==> config.mk <==
export PLATFORM = sky130hd
export DESIGN_NAME = vcaa_ram
export DESIGN_NICKNAME = d
export VERILOG_FILES = /design/src/hdl/assert_macros.svh /design/src/hdl/vcaa_ram.sv
export SDC_FILE = /design/constraint.sdc
export NUM_CORES = 1
export LEC_CHECK = 0
export BUFFER_PORTS_ARGS = -buffer_cell sky130_fd_sc_hd__buf_2
export CAP_MARGIN = 20
export CORE_MARGIN = 8
export CORE_UTILIZATION = 35
export CTS_BUF_LIST = sky130_fd_sc_hd__clkbuf_8
export CTS_CLUSTER_DIAMETER = 30
export CTS_CLUSTER_SIZE = 8
export DETAILED_ROUTE_END_ITERATION = 6
export PLACE_DENSITY_LB_ADDON = 0.25
export SYNTH_ARGS = -nofsm -noshare
export SYNTH_HDL_FRONTEND = slang
export SYNTH_SLANG_ARGS = --single-unit
export TNS_END_PERCENT = 10
==> constraint.sdc <==
create_clock -name clk -period 3.3 [get_ports clk]
set_input_delay 0.33 -clock clk [delete_from_list [all_inputs] [get_ports clk]]
set_output_delay 0.33 -clock clk [all_outputs]
set_load 0.02 [all_outputs]
==> src/hdl/assert_macros.svh <==
// ----------------------------------------------------------------------------
// assert_macros.svh
// assertion helpers, compiled out under synthesis
// ----------------------------------------------------------------------------
`ifndef ASSERT_MACROS_SVH
`define ASSERT_MACROS_SVH
`ifndef SYNTHESIS
// same-cycle implication on clk, disabled in reset
`define VCAA_ASSERT_IMP(lbl, pre, post, msg) \
    lbl: assert property (@(posedge clk) disable iff (!rst_n) (pre) |-> (post)) \
        else $error(msg);
// next-cycle implication on clk, disabled in reset
`define VCAA_ASSERT_NXT(lbl, pre, post, msg) \
    lbl: assert property (@(posedge clk) disable iff (!rst_n) (pre) |=> (post)) \
        else $error(msg);
`else
`define VCAA_ASSERT_IMP(lbl, pre, post, msg)
`define VCAA_ASSERT_NXT(lbl, pre, post, msg)
`endif
`endif

==> src/hdl/vcaa_ram.sv <==
// ----------------------------------------------------------------------------
// vcaa_ram
// generic single-write, single-read ram with registered read data
// ----------------------------------------------------------------------------
module vcaa_ram #(
    parameter int WIDTH = 8,
    parameter int DEPTH = 16
) (
    input  logic                     clk,
    input  logic                     we,
    input  logic [$clog2(DEPTH)-1:0] waddr,
    input  logic [WIDTH-1:0]         wdata,
    input  logic                     re,
    input  logic [$clog2(DEPTH)-1:0] raddr,
    output logic [WIDTH-1:0]         rdata
);

    logic [WIDTH-1:0] mem [DEPTH];

    always_ff @(posedge clk)
    begin
        if (we)
        begin
            mem[waddr] <= wdata;
        end
        if (re)
        begin
            rdata <= mem[raddr];
        end
    end

endmodule

[Word level (Yosys, flattened, before mapping)]
Memory sizes are Yosys's and may differ from the RTL's. A register that Yosys moved wholly into a read port is not among the register bits.
Cells that the tools add are included.
Word-level totals
  register bits: 0
  latch bits: 0
  memory bits (writable): 128
  memory bits (read-only): 0
  bits of input ports: 19
  output and inout bits: 8
  logic and storage cells: 3
  memories: 1
Cells by class
  add/sub/neg operators: 0
  multipliers: 0
  divide/modulo/power cells: 0
  magnitude comparators: 0
  equality and inequality tests: 0
  shift operators: 0
  mux-type cells: 2
  bitwise operators: 0
  reductions and logical operators: 0
Memories
  mem: depth 16, bits a word 8, rd ports 1, clocked after Yosys merged registers in 1, wr ports 1, line vcaa_ram.sv:18  | logic [WIDTH-1:0] mem [DEPTH];
Operators by type and width (number)
  1-bit two-way mux: 2

[Logic depth before layout (Yosys ltp)]
  word-level depth: 2
  depth in mapped cells: 5
  gate-level depth less buffers: 3

[Worst setup path before layout]
OpenSTA, ideal clock, no wires.
  path kind: input-to-reg
  start point: input waddr[2]
  end point: memory mem[0][0] (enable)
  library setup time: 0.383 ns
  arrival time: 1.440 ns
  setup slack: 1.477 ns
  cell stages on the path: 2
  buffers on the path: 0
  cells stage by stage: or3b_2 nor3_1
RTL lines
  start: declaration: line vcaa_ram.sv:11  | input logic [$clog2(DEPTH)-1:0] waddr,
  end: declaration: line vcaa_ram.sv:18
No word-level cell before the write port.

==> flow_summary.json <==
{
  "vdd_ir_drop_max_uv": 339,
  "power_frac_seq_pct": 55.6,
  "totalNegativeSetupSlack_ns": 0,
  "power.net_switching_uw": 704,
  "detail_route.iter0.violations": 239,
  "grt_usage_pct": 10.9,
  "fin_ws_ns": 1.63,
  "clockRootBuffer": "sky130_fd_sc_hd__clkbuf_8",
  "status": "finished clean",
  "power.share.clock_pct": 39.2,
  "post_synth_instance_area_sq_mm": 0.00523,
  "fill_cells": 1253,
  "whs_ns": 0.292,
  "cts_buffers": 17,
  "design.die.area_sq_mm": 0.0191,
  "fraction_of_the_mapped_netlist_area_in_simple_logic_gates_pct": 3.14,
  "netlist-cell-type-count": 18,
  "routability_congestion_estimate_from_global_placement": 0.703,
  "antenna_cells": 0,
  "top_level_ports": 27,
  "crit_path_top_delay_cell": "sky130_fd_sc_hd__buf_2",
  "cp-end-kind": "flop",
  "worst_hold_path_type": "in2reg",
  "relSlewSlack_pct": 37.8,
  "synthToLayoutAreaGrowth_pct": 13.9,
  "yosys.area_share.xor_xnor_pct": 0,
  "detail_route.first_pass.iterations": 4,
  "grt_max_degree": 33,
  "final_routed_wirelength_across_all_metal_layers_um": 10100,
  "final_period_minus_worst_setup_slack_ns": 1.67,
  "drc": 0,
  "maxCapViolCount": 0,
  "p_int_mw": 2.81,
  "start_util_pct": 35.8,
  "post_cts_setup_repair_buffer_count": 0,
  "portBuffers": 26,
  "grt_pass1_vias": 2514,
  "die_height_um": 138,
  "static-leakage-power_nw": 1.95,
  "post_synth_mux_area_share_pct": 14.8,
  "timing_worst_setup_path_type": "in2reg",
  "fmax_mhz": 600,
  "critPathMaxFanout": 32,
  "place_ws_ns": 1.17,
  "power_per_cell_area_mw_per_mm2": 591,
  "initial_antenna_violation_count": 0,
  "dp_hpwl_um": 6500,
  "clock_skew_after_layout_ns": 0.00638,
  "residual_antenna_violating_net_count_after_detailed_routing": 0,
  "syn_area_per_cell_sq_um": 22.8,
  "fraction_of_the_mapped_netlist_area_in_adder_cells_pct": 0,
  "clock_latency_ns": 0.42,
  "vias": 2368,
  "post_route_cells_drive_above_1_share_pct": 26.6,
  "synth_top_family_by_area": "multiplexers",
  "arrival_time_worst_endpoint_ns": 1.83,
  "unrepaired_setup_endpoints_after_global_routing": "false",
  "cts.clk_slew.worst_paths_ns": 0.07,
  "fp.dieW_um": 138,
  "worst_path_largest_cell_delay_ns": 0.63,
  "yosysSeqAreaShare_pct": 78.1,
  "slew_viol_final": 0,
  "power.share.combinational_pct": 5.2,
  "timing_hold_violations_final": 0,
  "placement_rows": 44,
  "cell_count_after_synthesis": 229,
  "ys_seq_elements": 136,
  "synth.yosys.warnings": 0,
  "report.power.total_mw": 3.52,
  "core_area_sq_mm": 0.0146,
  "synth.net_count": 248,
  "maximum_buffer_depth_of_the_clock_tree": 2,
  "post_drt_via_cell_ratio": 5.08,
  "postCtsHoldBufs": 0,
  "grt.overflow.total": 0,
  "cts.sink_count": 136,
  "slew_worst_pin_ns": 0.930,
  "layout.nets": 288,
  "grt_first_pass_wirelength_um": 15500,
  "cts_htree_levels": 4,
  "tritoncts": "done",
  "power.switching_fraction_pct": 20.0,
  "drt-wirelength-per-cell_um": 21.7,
  "timing.critical_path.required_ns": 3.47,
  "critical_path.cell_chain": "buf_2 -> mux4_1 -> a22oi_1 -> nand2_1",
  "post_cts_resized": 0,
  "crit_path_start_kind": "primary input",
  "synth-compound-area-share_pct": 2.30,
  "setup_viol_count_final": 0,
  "final.period_utilization_pct": 50.5
}
-- routing by layer --
layer,global-route usage (%),share of wire (%)
met5,0,0
met4,4.12,1.2
met3,3.29,5.0
met2,15.9,45
met1,14.9,49
-- cell usage after synthesis, drive strengths merged --
master	instances	share of area (%)
edfxtp	136	78
mux4	32	15
a22oi	16	2.3
nor2	13	0.93
nand2	9	0.65
buf	7	1.1
nor3	4	0.38
clkdlybuf4s25	3	0.57
nand2b	2	0.24
nand3b	2	0.29
and2	1	0.12
and2b	1	0.14
nand3	1	0.096
nor2b	1	0.12
or3b	1	0.17
-- path summary, 6_finish.rpt --
path | from | endpoint | slack (ns) | cells after the start
min | wdata[5] | mem[1][5] | 0.29 | 1
min reg2reg | mem[15][0] | rdata[0] | 0.75 | 3
max | raddr[1] | rdata[3] | 1.63 | 4
max reg2reg | mem[1][3] | rdata[3] | 1.74 | 3
-- critical path, delay by kind of cell --
kind | cells | cell delay, ns
AOI/OAI and AO/OA | 1 | 0.34
muxes | 1 | 0.40
buffers and inverters | 1 | 0.63
and+or+nand+nor | 1 | 0.11
-- area by class of cell --
cell class                 instances  area [sq um]  share of cell area, %
clock buffer                      17           234                   3.93
tap                              184           230                   3.87
timing repair buffer              31           180                   3.03
clock inverter                    15           166                   2.80
multi-input combinational         83          1060                   17.8
sequential                       136          4080                   68.6
-- flip-flops by register name (all words and copies together) (netlist names) --
signal / cells
mem: 128
rdata: 8
-- per-stage QoR --
step	cell area, sq um	cells	utilization, %
floorplan	5230	229	-
global placement	5550	434	38.1
detailed placement	5550	434	38.1
CTS	5950	466	40.8
global route	5950	466	40.8
finish	5950	466	40.8
-- logic make-up (layout without fill, tap and decap cells) --
kind of cell | after synthesis | in the layout
DFF | 136 | 136
and+or+nand+nor | 35 | 35
muxes | 32 | 32
AOI/OAI and AO/OA | 16 | 16
buffers and inverters | 10 | 63
-- power groups by stage --
stage / Clock, mW / Combinational (mW) / Sequential, mW
2_1_floorplan: 0 / 0.0982 / 2.00
4_1_cts: 1.41 / 0.185 / 1.96
3_5_place_dp: 0 / 0.185 / 1.99
3_3_place_gp: 0 / 0.183 / 1.99
5_1_grt: 1.48 / 0.198 / 1.96
6_report: 1.38 / 0.182 / 1.96
-- layout by cell type (no fill, tap or decap), types with 2 or more instances in the layout --
cell type                   count
sky130_fd_sc_hd__nand3b_1       2
sky130_fd_sc_hd__bufinv_16      4
sky130_fd_sc_hd__clkinv_2       4
sky130_fd_sc_hd__nor3_1         4
sky130_fd_sc_hd__mux4_1        14
sky130_fd_sc_hd__nand2b_1       2
sky130_fd_sc_hd__clkinv_1       5
sky130_fd_sc_hd__buf_4          4
sky130_fd_sc_hd__inv_1          2
sky130_fd_sc_hd__a22oi_1       16
sky130_fd_sc_hd__mux4_2        18
sky130_fd_sc_hd__buf_2         26
sky130_fd_sc_hd__nand2_1        9
sky130_fd_sc_hd__nor2_1        13
sky130_fd_sc_hd__edfxtp_1     136
sky130_fd_sc_hd__clkbuf_8      17
No activity file was read; power rests on OpenSTA's default activity.
