**src/hdl/assert_macros.svh**
```systemverilog
// ----------------------------------------------------------------------------
// assert_macros.svh
// assertion helpers, compiled out under synthesis
// ----------------------------------------------------------------------------
`ifndef ASSERT_MACROS_SVH
`define ASSERT_MACROS_SVH
`ifndef SYNTHESIS
// same-cycle implication on clk, disabled in reset
`define VCAA_ASSERT_IMP(lbl, pre, post, msg) \
    lbl: assert property (@(posedge clk) disable iff (!rst_n) (pre) |-> (post)) \
        else $error(msg);
// next-cycle implication on clk, disabled in reset
`define VCAA_ASSERT_NXT(lbl, pre, post, msg) \
    lbl: assert property (@(posedge clk) disable iff (!rst_n) (pre) |=> (post)) \
        else $error(msg);
`else
`define VCAA_ASSERT_IMP(lbl, pre, post, msg)
`define VCAA_ASSERT_NXT(lbl, pre, post, msg)
`endif
`endif

```
**src/hdl/vcaa_pkg.sv**
```systemverilog
// ----------------------------------------------------------------------------
// vcaa_pkg
// shared widths and types of the contact area accumulator
// ----------------------------------------------------------------------------
package vcaa_pkg;

    localparam int NBR_COUNT = 6;
    localparam int SEL_W     = $clog2(NBR_COUNT);
    localparam int LABEL_W   = 12;
    localparam int AREA_W    = 32;
    // six full faces of one label need three extra bits
    localparam int SUM_W     = AREA_W + 3;
    localparam int ACC_W     = 48;
    localparam int CNT_W     = 3;

    typedef logic [NBR_COUNT-1:0][LABEL_W-1:0] lab_arr_t;

    // neighbour merge status
    typedef struct packed {
        logic [NBR_COUNT-1:0] first;
        logic [CNT_W-1:0]     distinct;
    } nbr_info_t;

endpackage

```
**src/hdl/vcaa_merge.sv**
```systemverilog
// ----------------------------------------------------------------------------
// vcaa_merge
// finds distinct neighbour labels and the face area summed for the selected label
// ----------------------------------------------------------------------------
module vcaa_merge
    import vcaa_pkg::*;
(
    input  lab_arr_t             lab,
    input  logic [NBR_COUNT-1:0] mask,
    input  logic [SEL_W-1:0]     sel,
    input  logic [AREA_W-1:0]    area_x,
    input  logic [AREA_W-1:0]    area_y,
    input  logic [AREA_W-1:0]    area_z,
    output nbr_info_t            info,
    output logic [SUM_W-1:0]     sel_sum
);

    logic [NBR_COUNT-1:0]                 used;
    logic [NBR_COUNT-1:0][NBR_COUNT-1:0] match;
    logic [NBR_COUNT-1:0]                 row;
    logic [AREA_W:0]                      part_x;
    logic [AREA_W:0]                      part_y;
    logic [AREA_W:0]                      part_z;

    // per-axis share: none, one face or two faces
    function automatic logic [AREA_W:0] axis_part(input logic [1:0] hit,
                                                  input logic [AREA_W-1:0] area);
        logic [AREA_W:0] r;
        unique case (hit)
            2'b00:         r = '0;
            2'b01, 2'b10:  r = {1'b0, area};
            default:       r = {area, 1'b0};
        endcase
        return r;
    endfunction

    always_comb
    begin
        for (int i = 0; i < NBR_COUNT; i++)
        begin
            used[i] = mask[i] && (lab[i] != '0);
        end
        for (int k = 0; k < NBR_COUNT; k++)
        begin
            for (int j = 0; j < NBR_COUNT; j++)
            begin
                match[k][j] = used[j] && (lab[j] == lab[k]);
            end
        end
        // a label counts at its first occurrence only
        for (int k = 0; k < NBR_COUNT; k++)
        begin
            info.first[k] = used[k];
            for (int j = 0; j < k; j++)
            begin
                if (match[k][j])
                begin
                    info.first[k] = 1'b0;
                end
            end
        end
        info.distinct = CNT_W'($countones(info.first));

        row = (32'(sel) < 32'(NBR_COUNT)) ? match[sel] : '0;
        part_x  = axis_part(row[1:0], area_x);
        part_y  = axis_part(row[3:2], area_y);
        part_z  = axis_part(row[5:4], area_z);
        sel_sum = SUM_W'(part_x) + SUM_W'(part_y) + SUM_W'(part_z);
    end

endmodule

```
**config.mk**
```make
export PLATFORM = sky130hd
export DESIGN_NAME = vcaa_merge
export DESIGN_NICKNAME = d
export VERILOG_FILES = /design/src/hdl/assert_macros.svh /design/src/hdl/vcaa_pkg.sv /design/src/hdl/vcaa_merge.sv
export SDC_FILE = /design/constraint.sdc
export NUM_CORES = 1
export LEC_CHECK = 0
export ABC_CLOCK_PERIOD_IN_PS = 6500
export BUFFER_PORTS_ARGS = -buffer_cell sky130_fd_sc_hd__buf_2
export CORE_AREA = 4 4 136 125
export DETAILED_ROUTE_END_ITERATION = 16
export DIE_AREA = 0 0 140 129
export GPL_TIMING_DRIVEN = 0
export PLACE_DENSITY = 0.71
export SLEW_MARGIN = 10
export SYNTH_ARGS = -nofsm -noshare
export SYNTH_HDL_FRONTEND = slang
export SYNTH_SLANG_ARGS = --single-unit
```
**constraint.sdc**
```tcl
create_clock -name vclk -period 6.5
set_input_delay 0.65 -clock vclk [all_inputs]
set_output_delay 0.65 -clock vclk [all_outputs]
set_load 0.05 [all_outputs]
```
# After elaboration in Yosys (flattened, before gate mapping)
# Index checks and enable logic that the tools add are counted.
# word_totals
ff_bits	0
latch_bits	0
ram_bits	0
mem_bits_ro	0
input_bits	177
out_inout_bits	44
wordCells	114
n_memories	0
# op_classes
addsub	7
n_mul	0
div	0
n_lt_le_gt_ge	2
n_eq_ne	36
shift	0
n_mux	21
bitwise	0
reduce_logical	48
# op_table
op	n
$eq 12x12->1	30
$pmux 33 s2	3
$reduce_bool 12->1	6
$logic_and 1x1->1	36
$add 34x33->35	1
$add 33x33->34	1
$bmux 6 s3	1
$mux 1	15
$mux 6	2
$add 1x1->2	3
$eq 2x1->1 const B	3
$eq 2x2->1 const B	3
$logic_not 2->1	3
$reduce_or 2->1	3
$lt 3x4->1 const B	1
$add 2x2->3	1
$add 3x2->3	1
$lt 3x3->1 const B	1

# Depth between registers and ports, before layout
# Gate-level depths: netlist of run 1.
# depth
ltp_word	11
mapped_depth	25
ltp_nobuf	22

# Worst setup path after synthesis of run 1
# Ideal clock, no wire load.
# synth_timing
kind	input to output
from	input lab[8] (netlist name)
to	output sel_sum[27]
t_arrival_ns	6.196
required_time_ns	5.850
path_slack_ns	-0.346
stages	23
path_buffers	3
cell_sequence	clkbuf_1 > xor2_1 > nor4_1 > nand3_1 > o21ai_0 > a21oi_1 > a311o_1 > a21oi_1 > ha_1 > clkbuf_1 > nor2b_1 > clkbuf_1 > a22oi_1 > fa_1 > inv_1 > fa_1 > a211oi_1 > o211ai_1 > a21boi_1 > o41ai_2 > a221oi_2 > o21ai_0 > xor2_1
# synth_via
elab_chain_cells	11
elab_cells_between_ends	42
cone_classes	2 x add/sub; 16 x eq/ne; 6 x mux; 18 x reduce/logical
# synth_lines
item	line_no	text
from (decl)	vcaa_merge.sv:8	input lab_arr_t lab,
$reduce_bool 12->1	vcaa_merge.sv:41	used[i] = mask[i] && (lab[i] != '0);
$logic_and 1x1->1	vcaa_merge.sv:41	
$logic_and 1x1->1	vcaa_merge.sv:47	match[k][j] = used[j] && (lab[j] == lab[k]);
$bmux 6 s3 *	vcaa_merge.sv:64	row = (32'(sel) < 32'(NBR_COUNT)) ? match[sel] : '0;
$mux 6 (implied by the code) *	vcaa_merge.sv:64	
$mux 6 *	vcaa_merge.sv:64	
$eq 2x1->1 / $eq 2x2->1 (equally long branches)	vcaa_merge.sv:29	unique case (hit)
$reduce_or 2->1	vcaa_merge.sv:29	
$pmux 33 s2	vcaa_merge.sv:29	
$add 33x33->34	vcaa_merge.sv:68	sel_sum = SUM_W'(part_x) + SUM_W'(part_y) + SUM_W'(part_z);
$add 34x33->35 *	vcaa_merge.sv:68	
to (decl)	vcaa_merge.sv:15	output logic [SUM_W-1:0] sel_sum
# Mark *: on every way between the ends. The rest lies on a longest branch, timed or not. The select of a mux whose other input is x is not followed.

# Worst setup path in the final report of run 1
# layout_timing
from	input lab[5] (netlist name)
to	output sel_sum[34]
# The elaborated chain is that of the path after synthesis.

==> results of run 1 <==
synth_stat cells (2+ instances only):
| cell type | n | area share [%] |
|---|---|---|
| xnor2_1 | 112 | 15 |
| xor2_1 | 98 | 13 |
| a21oi_1 | 97 | 7.4 |
| clkbuf_1 | 95 | 5.4 |
| nand2_1 | 89 | 5.1 |
| nor2_1 | 75 | 4.3 |
| inv_1 | 62 | 3.5 |
| nor4_1 | 42 | 4.0 |
| fa_1 | 37 | 11 |
| ha_1 | 36 | 6.9 |
| nand4_1 | 33 | 3.1 |
| a22oi_1 | 29 | 3.3 |
| o21ai_0 | 23 | 1.8 |
| a21o_1 | 18 | 2.1 |
| nand3_1 | 16 | 1.2 |
| a22o_1 | 12 | 1.6 |
| nor3_1 | 12 | 0.92 |
| buf_1 | 11 | 0.63 |
| nor2b_1 | 9 | 0.86 |
| and3_1 | 8 | 0.76 |
| a31oi_1 | 6 | 0.57 |
| and2_1 | 6 | 0.57 |
| o21a_1 | 6 | 0.69 |
| o211ai_1 | 5 | 0.57 |
| buf_2 | 4 | 0.31 |
| a31o_2 | 3 | 0.40 |
| o21bai_1 | 3 | 0.34 |
| a211oi_1 | 2 | 0.23 |
| a311oi_1 | 2 | 0.27 |
| nand2b_1 | 2 | 0.19 |
| nor4b_1 | 2 | 0.27 |
| o21ai_1 | 2 | 0.15 |
| o31a_1 | 2 | 0.27 |
| o31ai_1 | 2 | 0.23 |
| or2_2 | 2 | 0.19 |
timing repair:
item,4_1_cts,5_1_grt
pin swaps,7,18
gates resized for setup,129,74
buffers inserted,5,11
hold buffers,0,0
setup endpoints to repair,30,21
per-stage QoR:
stage / total power, W / setup slack (ns)
2_1_floorplan: 0.000569 / 0.00535
3_3_place_gp: 0.000750 / -1.31
3_5_place_dp: 0.000757 / -1.30
4_1_cts: 0.000779 / 0.00507
5_1_grt: 0.000871 / -0.0983
6_report: 0.000810 / 0.0911
worst max-delay path by stage:
stage          slack (ns)          end  startpoint
5_1_grt              -0.1  sel_sum[32]      lab[5]
3_5_place_dp        -1.30  sel_sum[27]     lab[15]
3_3_place_gp        -1.31  sel_sum[27]     lab[20]
2_1_floorplan       0.005  sel_sum[33]      lab[8]
4_1_cts             0.005  sel_sum[21]     lab[42]
6_report             0.09  sel_sum[34]      lab[5]
metal layers:
layer | share of wire (%) | GRT usage (%)
met5 | 0.13 | 0
met4 | 3.1 | 7.18
met3 | 11 | 5.02
met1 | 44 | 39.6
met2 | 42 | 42.1
final cells by class:
cell class,instances,area [um^2],share of cell area (%)
diodes,2,5.00,0.0612
plain buffers,106,596,7.28
inverters,63,236,2.89
multi-input cells,807,6210,75.9
well taps,202,253,3.09
repair buffers,164,882,10.8
worst min-delay path, delay by kind of cell:
family	cells	cell delay [ns]
AND/OR/NAND/NOR	2	0.16
AO/OA/AOI/OAI	1	0.07
buffers and inverters	2	0.32
logic make-up (layout without fill, tap and decap cells):
kind of cell             Yosys count  in the layout  share of synthesized area [%]
AND/OR/NAND/NOR                  298            298                           21.7
AO/OA/AOI/OAI                    224            224                           21.7
XOR/XNOR                         210            210                           28.0
buffers and inverters            174            333                           10.0
adder cells (fa/ha/maj)           73             73                           18.2
multiplexers                       2              2                          0.324
other                              0              2                              0
power breakdown:
part	internal [W]	switching, W
Combinational	0.000265	0.000546
Sequential	0	0
Clock	0.0000000000412	0
==> metrics.md, run 1 <==
| Metric | Value |
|---|---|
| Syn Std Cell Area | between 6000 and 7000 um^2 |
| DRT Pass-1 Iters | 7 |
| Via density | 5.89 |
| Top delay family on crit path | compound AO/OA/AOI/OAI gates |
| First-pass GRT wire length | roughly 40 mm |
| Core area | 15400 um^2 |
| Leakage | 3.96 nW |
| Syn Nets | approximately 1200 |
| Initial Util | a little over two fifths |
| Post-placement cell count | 1331 |
| CP Launch Type | input port |
| Final core occ | 53.1% |
| HP Class | input port to output pin |
| Final Hold Viols | 0 |
| CP max FO | 6 |
| Overflow after GRT | 0 |
| Placer Congestion | 1.01 |
| Rel. slew slack | between 40% and 50% |
| Gr usage total | 27.4% |
| TNS Setup | 0 ns |
| CLK BUF | 0 |
| Die Ht | between 100 and 150 um |
| Final worst-path cycle share | between 90 and 100% |
| Non-filler cells, final | 1344 |
| Final Max Slew Viols | 0 |
| RSZ-0062 raised after global routing | true |
| DP HPWL | 21.3 mm |
| Min-Delay Path Depth | 5 |
| Port Buffer Count | 148 |
| Hold_sp | mask[2] |
| WP data arrival | approximately 5.8 ns |
| Avg WL per Cell | approximately 20 um |
| Number of standard cells after synthesis | 981 |
| Worst-Margin Slew | slightly above 0.8 ns |
| Final ANT Viol Nets | 0 |
| Cell row count | 43 |
| Fin area | slightly above 8000 um^2 |
| Minimum clock period | about 6.4 ns |
| Setup CP Type | input port to output pin |
| Synth-to-Final Area Change | 24.6% |
| Critical Path Stages | 21 |
| Slowest CP cell | fa_1 |
| Max VDD drop | between 0.08 and 0.09 mV |
| Layout cells sized above 1 | 27.9% |
| Seq/Total Area, Yosys | 0% |
| Fillcell total | about 1600 |
| Die area | roughly 18000 um^2 |
| Drt drc | 0 |
| Nets | about 1400 |
| I/O Pins | roughly 220 |
| CP Buf/Inv Count | 3 |
| Pin count of the biggest net entering global routing | 11 |
| Worst EP required | roughly 6 ns |
| Via count | just under 8000 |
| Worst hold slack | between 1.5 and 2 ns |
| Initial antenna violation count | 5 |
| Worst path max stage delay | around 0.5 ns |
| Status | complete, no violations |
| Reg area | 0 um^2 |
| Vias in the first global route | around 7400 |
| PwrDens | approximately 100 nW/um^2 |
| Setup violators final | 0 |
| Die W | 140 um |
| Crit path cell chain | clkbuf_2 > xor2_1 > nor4_1 > nand3_1 > o21ai_1 > a21oi_1 > a311o_1 > a21oi_2 > ha_4 > nor2b_4 > buf_4 > a22o_1 > fa_1 > ha_1 > nand4_1 > a21oi_4 > a31oi_2 > and3_2 > nor4b_1 > o31a_1 > buf_2 |
| Max-cap violations | 0 |
| Worst Hold End | info[7] |
| Final WL | around 27 mm |
| Average cell area after synthesis | 6.69 um^2 |
| Max frequency | between 150 and 200 MHz |
| CP Capture Type | output pin |
| Starting DRT DRC Count | roughly 750 |
| Placement-stage cell area | approximately 7600 um^2 |
| Most common cell after layout, fill and taps aside | buf_2 |
| Commonest non-fill, non-tap cells in the layout | buf_2 (159), xnor2_1 (112), xor2_1 (94) |
| FFs & Latches | 0 |
| Synth Warn # | 0 |
| Yosys cell types | between 50 and 60 |
(Power assumes the default switching activity.)
==> run 2, diff against run 1 <==
==> constraint.sdc (replaced) <==
create_clock -name vclk -period 6.5
set_input_delay 0.65 -clock vclk [all_inputs]
set_output_delay 0.65 -clock vclk [all_outputs]
set_load 0.01 [all_outputs]
==> metrics.md, run 2 (same netlist as run 1, synthesis figures left out) <==
| Metric | Value |
|---|---|
| Pin count of the biggest net entering global routing | 20 |
| Top delay family on crit path | compound AO/OA/AOI/OAI gates |
| CP Buf/Inv Count | 3 |
| Worst path max stage delay | 0.49 ns |
| N_diodes | 0 |
| Gr usage total | 26.8% |
| Min-Delay Path Depth | 4 |
| Setup violators final | 0 |
| Overflow after GRT | 0 |
| CLK BUF | 0 |
| Setup CP Type | input port to output pin |
| Worst EP required | 5.85 ns |
| Final Hold Viols | 0 |
| Worst hold slack | between 1.5 and 2 ns |
| Commonest non-fill, non-tap cells in the layout | buf_2 (169), xnor2_1 (112), xor2_1 (98) |
| Critical Path Stages | 22 |
| CP max FO | 6 |
| WP data arrival | ~5.7 ns |
| First-pass GRT wire length | 39.2 mm |
| Internal Power | 0.000256 W |
| Worst-Margin Slew | around 0.78 ns |
| TNS Setup | 0 ns |
| Via density | 5.86 |
| Fillcell total | about 1600 |
| Die area | ~18000 um^2 |
| Leakage | slightly below 4 nW |
| Crit path cell chain | buf_2 > xor2_1 > nor4_1 > nand3_1 > o21ai_1 > a21oi_1 > a311o_1 > a21oi_2 > ha_4 > nor2b_4 > buf_4 > a22o_1 > fa_1 > ha_1 > a21o_1 > a21oi_1 > a21oi_2 > a31oi_2 > and3_1 > nor4b_1 > o31a_1 > buf_2 |
| PwrDens | approximately 79 nW/um^2 |
| DRT Pass-1 Iters | 5 |
| I/O Pins | 221 |
| Clk network pwr share | 0% |
| Minimum clock period | approximately 6.3 ns |
| Pre-CTS WS | -1.27 ns |
| Drt drc | 0 |
| Status | complete, no violations |
| Post-placement cell count | 1331 |
| Final ANT Viol Nets | 0 |
| Part of the power in registers | 0% |
| Rel. slew slack | between 40% and 50% |
| Setup ws final | roughly 0.17 ns |
| Switch share | approximately three fifths |
| Vias in the first global route | between 7000 and 8000 |
| Layout cells sized above 1 | between 20% and 30% |
| Starting DRT DRC Count | 780 |
| Avg WL per Cell | approximately 19 um |
| Die W | between 100 and 150 um |
| Final worst-path cycle share | just under 100% |
| Max VDD drop | approximately 0.042 mV |
| CP Launch Type | input port |
| Logic pwr share | between 90% and 100% |
| FFs & Latches | 0 |
| Fin area | between 8000 and 9000 um^2 |
| CP Capture Type | output pin |
| HP Class | input port to output pin |
| Via count | approximately 7800 |
| Final WL | between 20 and 30 mm |
| Reg area | 0 um^2 |
| Nets | about 1400 |
| Port Buffer Count | around 150 |
| Initial Util | about 43% |
| Placement-stage cell area | about 7600 um^2 |
| Max-cap violations | 0 |
| Max frequency | around 160 MHz |
| Slowest CP cell | fa_1 |
| Multi-input logic area | 6090 um^2 |
| Placer Congestion | 0.992 |
| Die Ht | approximately 130 um |
| Most common cell after layout, fill and taps aside | buf_2 |
| Net Sw Power | roughly 0.00038 W |
| Initial antenna violation count | 2 |
| Final Max Slew Viols | 0 |
| Non-filler cells, final | between 1000 and 1500 |
| Core area | roughly 15000 um^2 |
| DP HPWL | slightly above 20 mm |
| Cell row count | between 40 and 50 |
| Synth-to-Final Area Change | 22.2% |
==> run 2: cell types whose count changed in the layout (fill, tap and decap cells not counted), moves of 4 or more <==
cell and change:
buf_2 +10, clkbuf_2 -8, xor2_2 -4, xor2_1 +4, buf_4 -9
==> run 2: routing by layer <==
metal / GRT usage (%) / up-vias / share of wire [%]
met5: 0 / - / 0.10
met4: 5.53 / 4 / 2.4
met3: 5.17 / 69 / 12
met2: 40.8 / 515 / 42
met1: 39.4 / 3603 / 43
li1: - / 3649 / -
==> run 2: timing repair <==
action / in CTS / in global routing
setup endpoints to repair: 30 / 22
pin swaps: 4 / 20
buffers inserted: 1 / 11
hold buffers: 0 / 0
gates resized for setup: 98 / 106
==> run 2: power by group through the flow <==
stage          clock network, W  registers (W)  logic (W)
2_1_floorplan                 0              0   0.000408
3_3_place_gp                  0              0   0.000592
3_5_place_dp                  0              0   0.000598
4_1_cts                       0              0   0.000612
5_1_grt                       0              0   0.000697
6_report                      0              0   0.000637
==> run 2: path summary, 6_finish.rpt <==
kind / end / slack (ns) / from
hold / removal: info[7] / 1.76 / mask[4]
setup / recovery: sel_sum[34] / 0.17 / lab[30]
==> run 2: layout make-up <==
| type | count | area share, % |
|---|---|---|
| well taps | 202 | 3.15 |
| repair buffers | 160 | 10.4 |
| multi-input cells | 807 | 76.0 |
| plain buffers | 105 | 7.49 |
| inverters | 63 | 2.95 |
==> run 2: per-stage QoR <==
stage	total power [W]	util [%]
floorplan	0.000408	-
global placement	0.000592	49.1
detailed placement	0.000598	49.1
CTS	0.000612	50.3
global route	0.000697	52.1
finish	0.000637	52.1
==> run 3, diff against run 2 <==
--- a/config.mk
+++ b/config.mk
@@ -7,9 +7,9 @@
 export LEC_CHECK = 0
 export ABC_CLOCK_PERIOD_IN_PS = 6500
 export BUFFER_PORTS_ARGS = -buffer_cell sky130_fd_sc_hd__buf_2
-export CORE_AREA = 4 4 136 125
+export CORE_AREA = 5 5 137 126
 export DETAILED_ROUTE_END_ITERATION = 16
-export DIE_AREA = 0 0 140 129
+export DIE_AREA = 0 0 142 131
 export GPL_TIMING_DRIVEN = 0
 export PLACE_DENSITY = 0.71
 export SLEW_MARGIN = 10
==> metrics.md, run 3 (same netlist as run 1, synthesis figures left out) <==
| Metric | Value |
|---|---|
| Core area | 15700 um^2 |
| Nets | approximately 1400 |
| Gr usage total | a little over a quarter |
| Placer Congestion | around 0.96 |
| Die W | between 100 and 150 um |
| Initial Util | between 40% and 50% |
| Critical Path Stages | 25 |
| Crit path capture | sel_sum[21] |
| Die Ht | approximately 130 um |
| Port Buffer Count | around 150 |
| Pin count of the biggest net entering global routing | 11 |
| Drt drc | 0 |
| Crit. Startpoint | lab[4] |
| Final WL | between 20 and 30 mm |
| Setup CP Type | input port to output pin |
| Reg area | 0 um^2 |
| CP Capture Type | output pin |
| HP Class | input port to output pin |
| Top delay family on crit path | simple AND/OR/NAND/NOR gates |
| Fin area | 8010 um^2 |
| Commonest non-fill, non-tap cells in the layout | buf_2 (166), xnor2_1 (112), xor2_1 (98) |
| I/O Pins | 221 |
| Final worst-path cycle share | a little over nine tenths |
| Cell row count | 44 |
| CP Buf/Inv Count | 6 |
| Initial antenna violation count | 3 |
| Max frequency | 157 MHz |
| Setup ws final | about 0.13 ns |
| Max VDD drop | around 0.039 mV |
| Via count | between 7000 and 8000 |
| Cts-stage hold buffer count | 0 |
| Setup violators final | 0 |
| Via density | 5.84 |
| First-pass GRT wire length | about 40 mm |
| Pre-CTS WS | -1.18 ns |
| Slowest CP cell | fa_1 |
| Minimum clock period | between 6 and 7 ns |
| Worst path max stage delay | about 0.48 ns |
| Status | complete, no violations |
| WP data arrival | ~5.7 ns |
| PwrDens | 80.1 nW/um^2 |
| CP Launch Type | input port |
| RSZ-0062 raised after global routing | true |
| DP HPWL | roughly 21 mm |
| Layout cells sized above 1 | a little over a quarter |
| DRT Pass-1 Iters | 6 |
| Final ANT Viol Nets | 0 |
| Rel. slew slack | approximately 44% |
| CP max FO | 10 |
| Final Max Slew Viols | 0 |
| Fillcell total | 1696 |
| Power Total | approximately 0.00064 W |
| Vias in the first global route | 7413 |
| Placement-stage cell area | roughly 7600 um^2 |
| Final Hold Viols | 0 |
| Starting DRT DRC Count | 818 |
| Leakage | roughly 3.9 nW |
| Worst-Margin Slew | between 0.8 and 0.9 ns |
| CLK BUF | 0 |
| Overflow after GRT | 0 |
| Worst EP required | just under 6 ns |
| Most common cell after layout, fill and taps aside | buf_2 |
| Synth-to-Final Area Change | 22.1% |
| FFs & Latches | 0 |
| Die area | between 15000 and 20000 um^2 |
| Max-cap violations | 0 |
| Avg WL per Cell | between 15 and 20 um |
## run 3: cell count changes in the layout (fill, tap and decap cells not counted), sizes merged
cell / delta
buf: -1
clkbuf: +3
diode: +1
## run 3: routing by layer
metal	vias up	global-route usage (%)	routed length, um	share of wire [%]
met2	501	41.2	11100	42
li1	3650	-	-	-
met4	4	6.38	762	2.8
met1	3621	38.6	11700	44
met3	74	5.82	3210	12
met5	-	0	14	0.052
## run 3: per-stage QoR
stage / TNS, ns / utilization (%) / hold WS, ns / cells
after floorplan: 0 / - / 1.43 / 981
after global placement: -21.06 / 48.0 / 1.76 / 1336
after detailed placement: -20.79 / 48.0 / 1.78 / 1336
after CTS: 0 / 49.4 / 1.78 / 1335
after global routing: -0.0410 / 50.9 / 1.80 / 1345
final: 0 / 50.9 / 1.77 / 1345
## run 3: worst min path at each step
stage | from | endpoint | slack [ns] | cells past startpoint
after floorplan | mask[1] | info[5] | 1.43 | 1
after global placement | mask[2] | info[7] | 1.76 | 5
after CTS | mask[2] | info[7] | 1.78 | 5
after global routing | mask[1] | info[5] | 1.80 | 3
after detailed placement | mask[2] | info[7] | 1.78 | 5
final | mask[2] | info[7] | 1.77 | 5
## run 3: power by group
part	switching, W	total (W)	leakage, nW	internal, W
Clock	0	0.0000000000206	0.00000634	0.0000000000206
Sequential	0	0	0	0
Combinational	0.000385	0.000642	3.91	0.000256
## run 3: worst min-delay path: cells and delay by family
| kind | cells | cell delay, ns |
|---|---|---|
| buffers and inverters | 2 | 0.25 |
| and+or+nand+nor | 2 | 0.15 |
| AOI/OAI and AO/OA | 1 | 0.08 |
## run 3: what timing repair did
action	in CTS	in global routing
resized for setup	98	101
cloned	0	0
setup endpoints to repair	29	22
pin swaps	3	21
setup buffers	2	11
## run 3: final cells by class
cell class         instances  area, um^2  area share [%]
diodes                     1        2.50          0.0312
plain buffers            106         596            7.43
inverters                 63         236            2.95
multi-input cells        807        6080            75.9
well taps                207         259            3.23
repair buffers           161         838            10.5
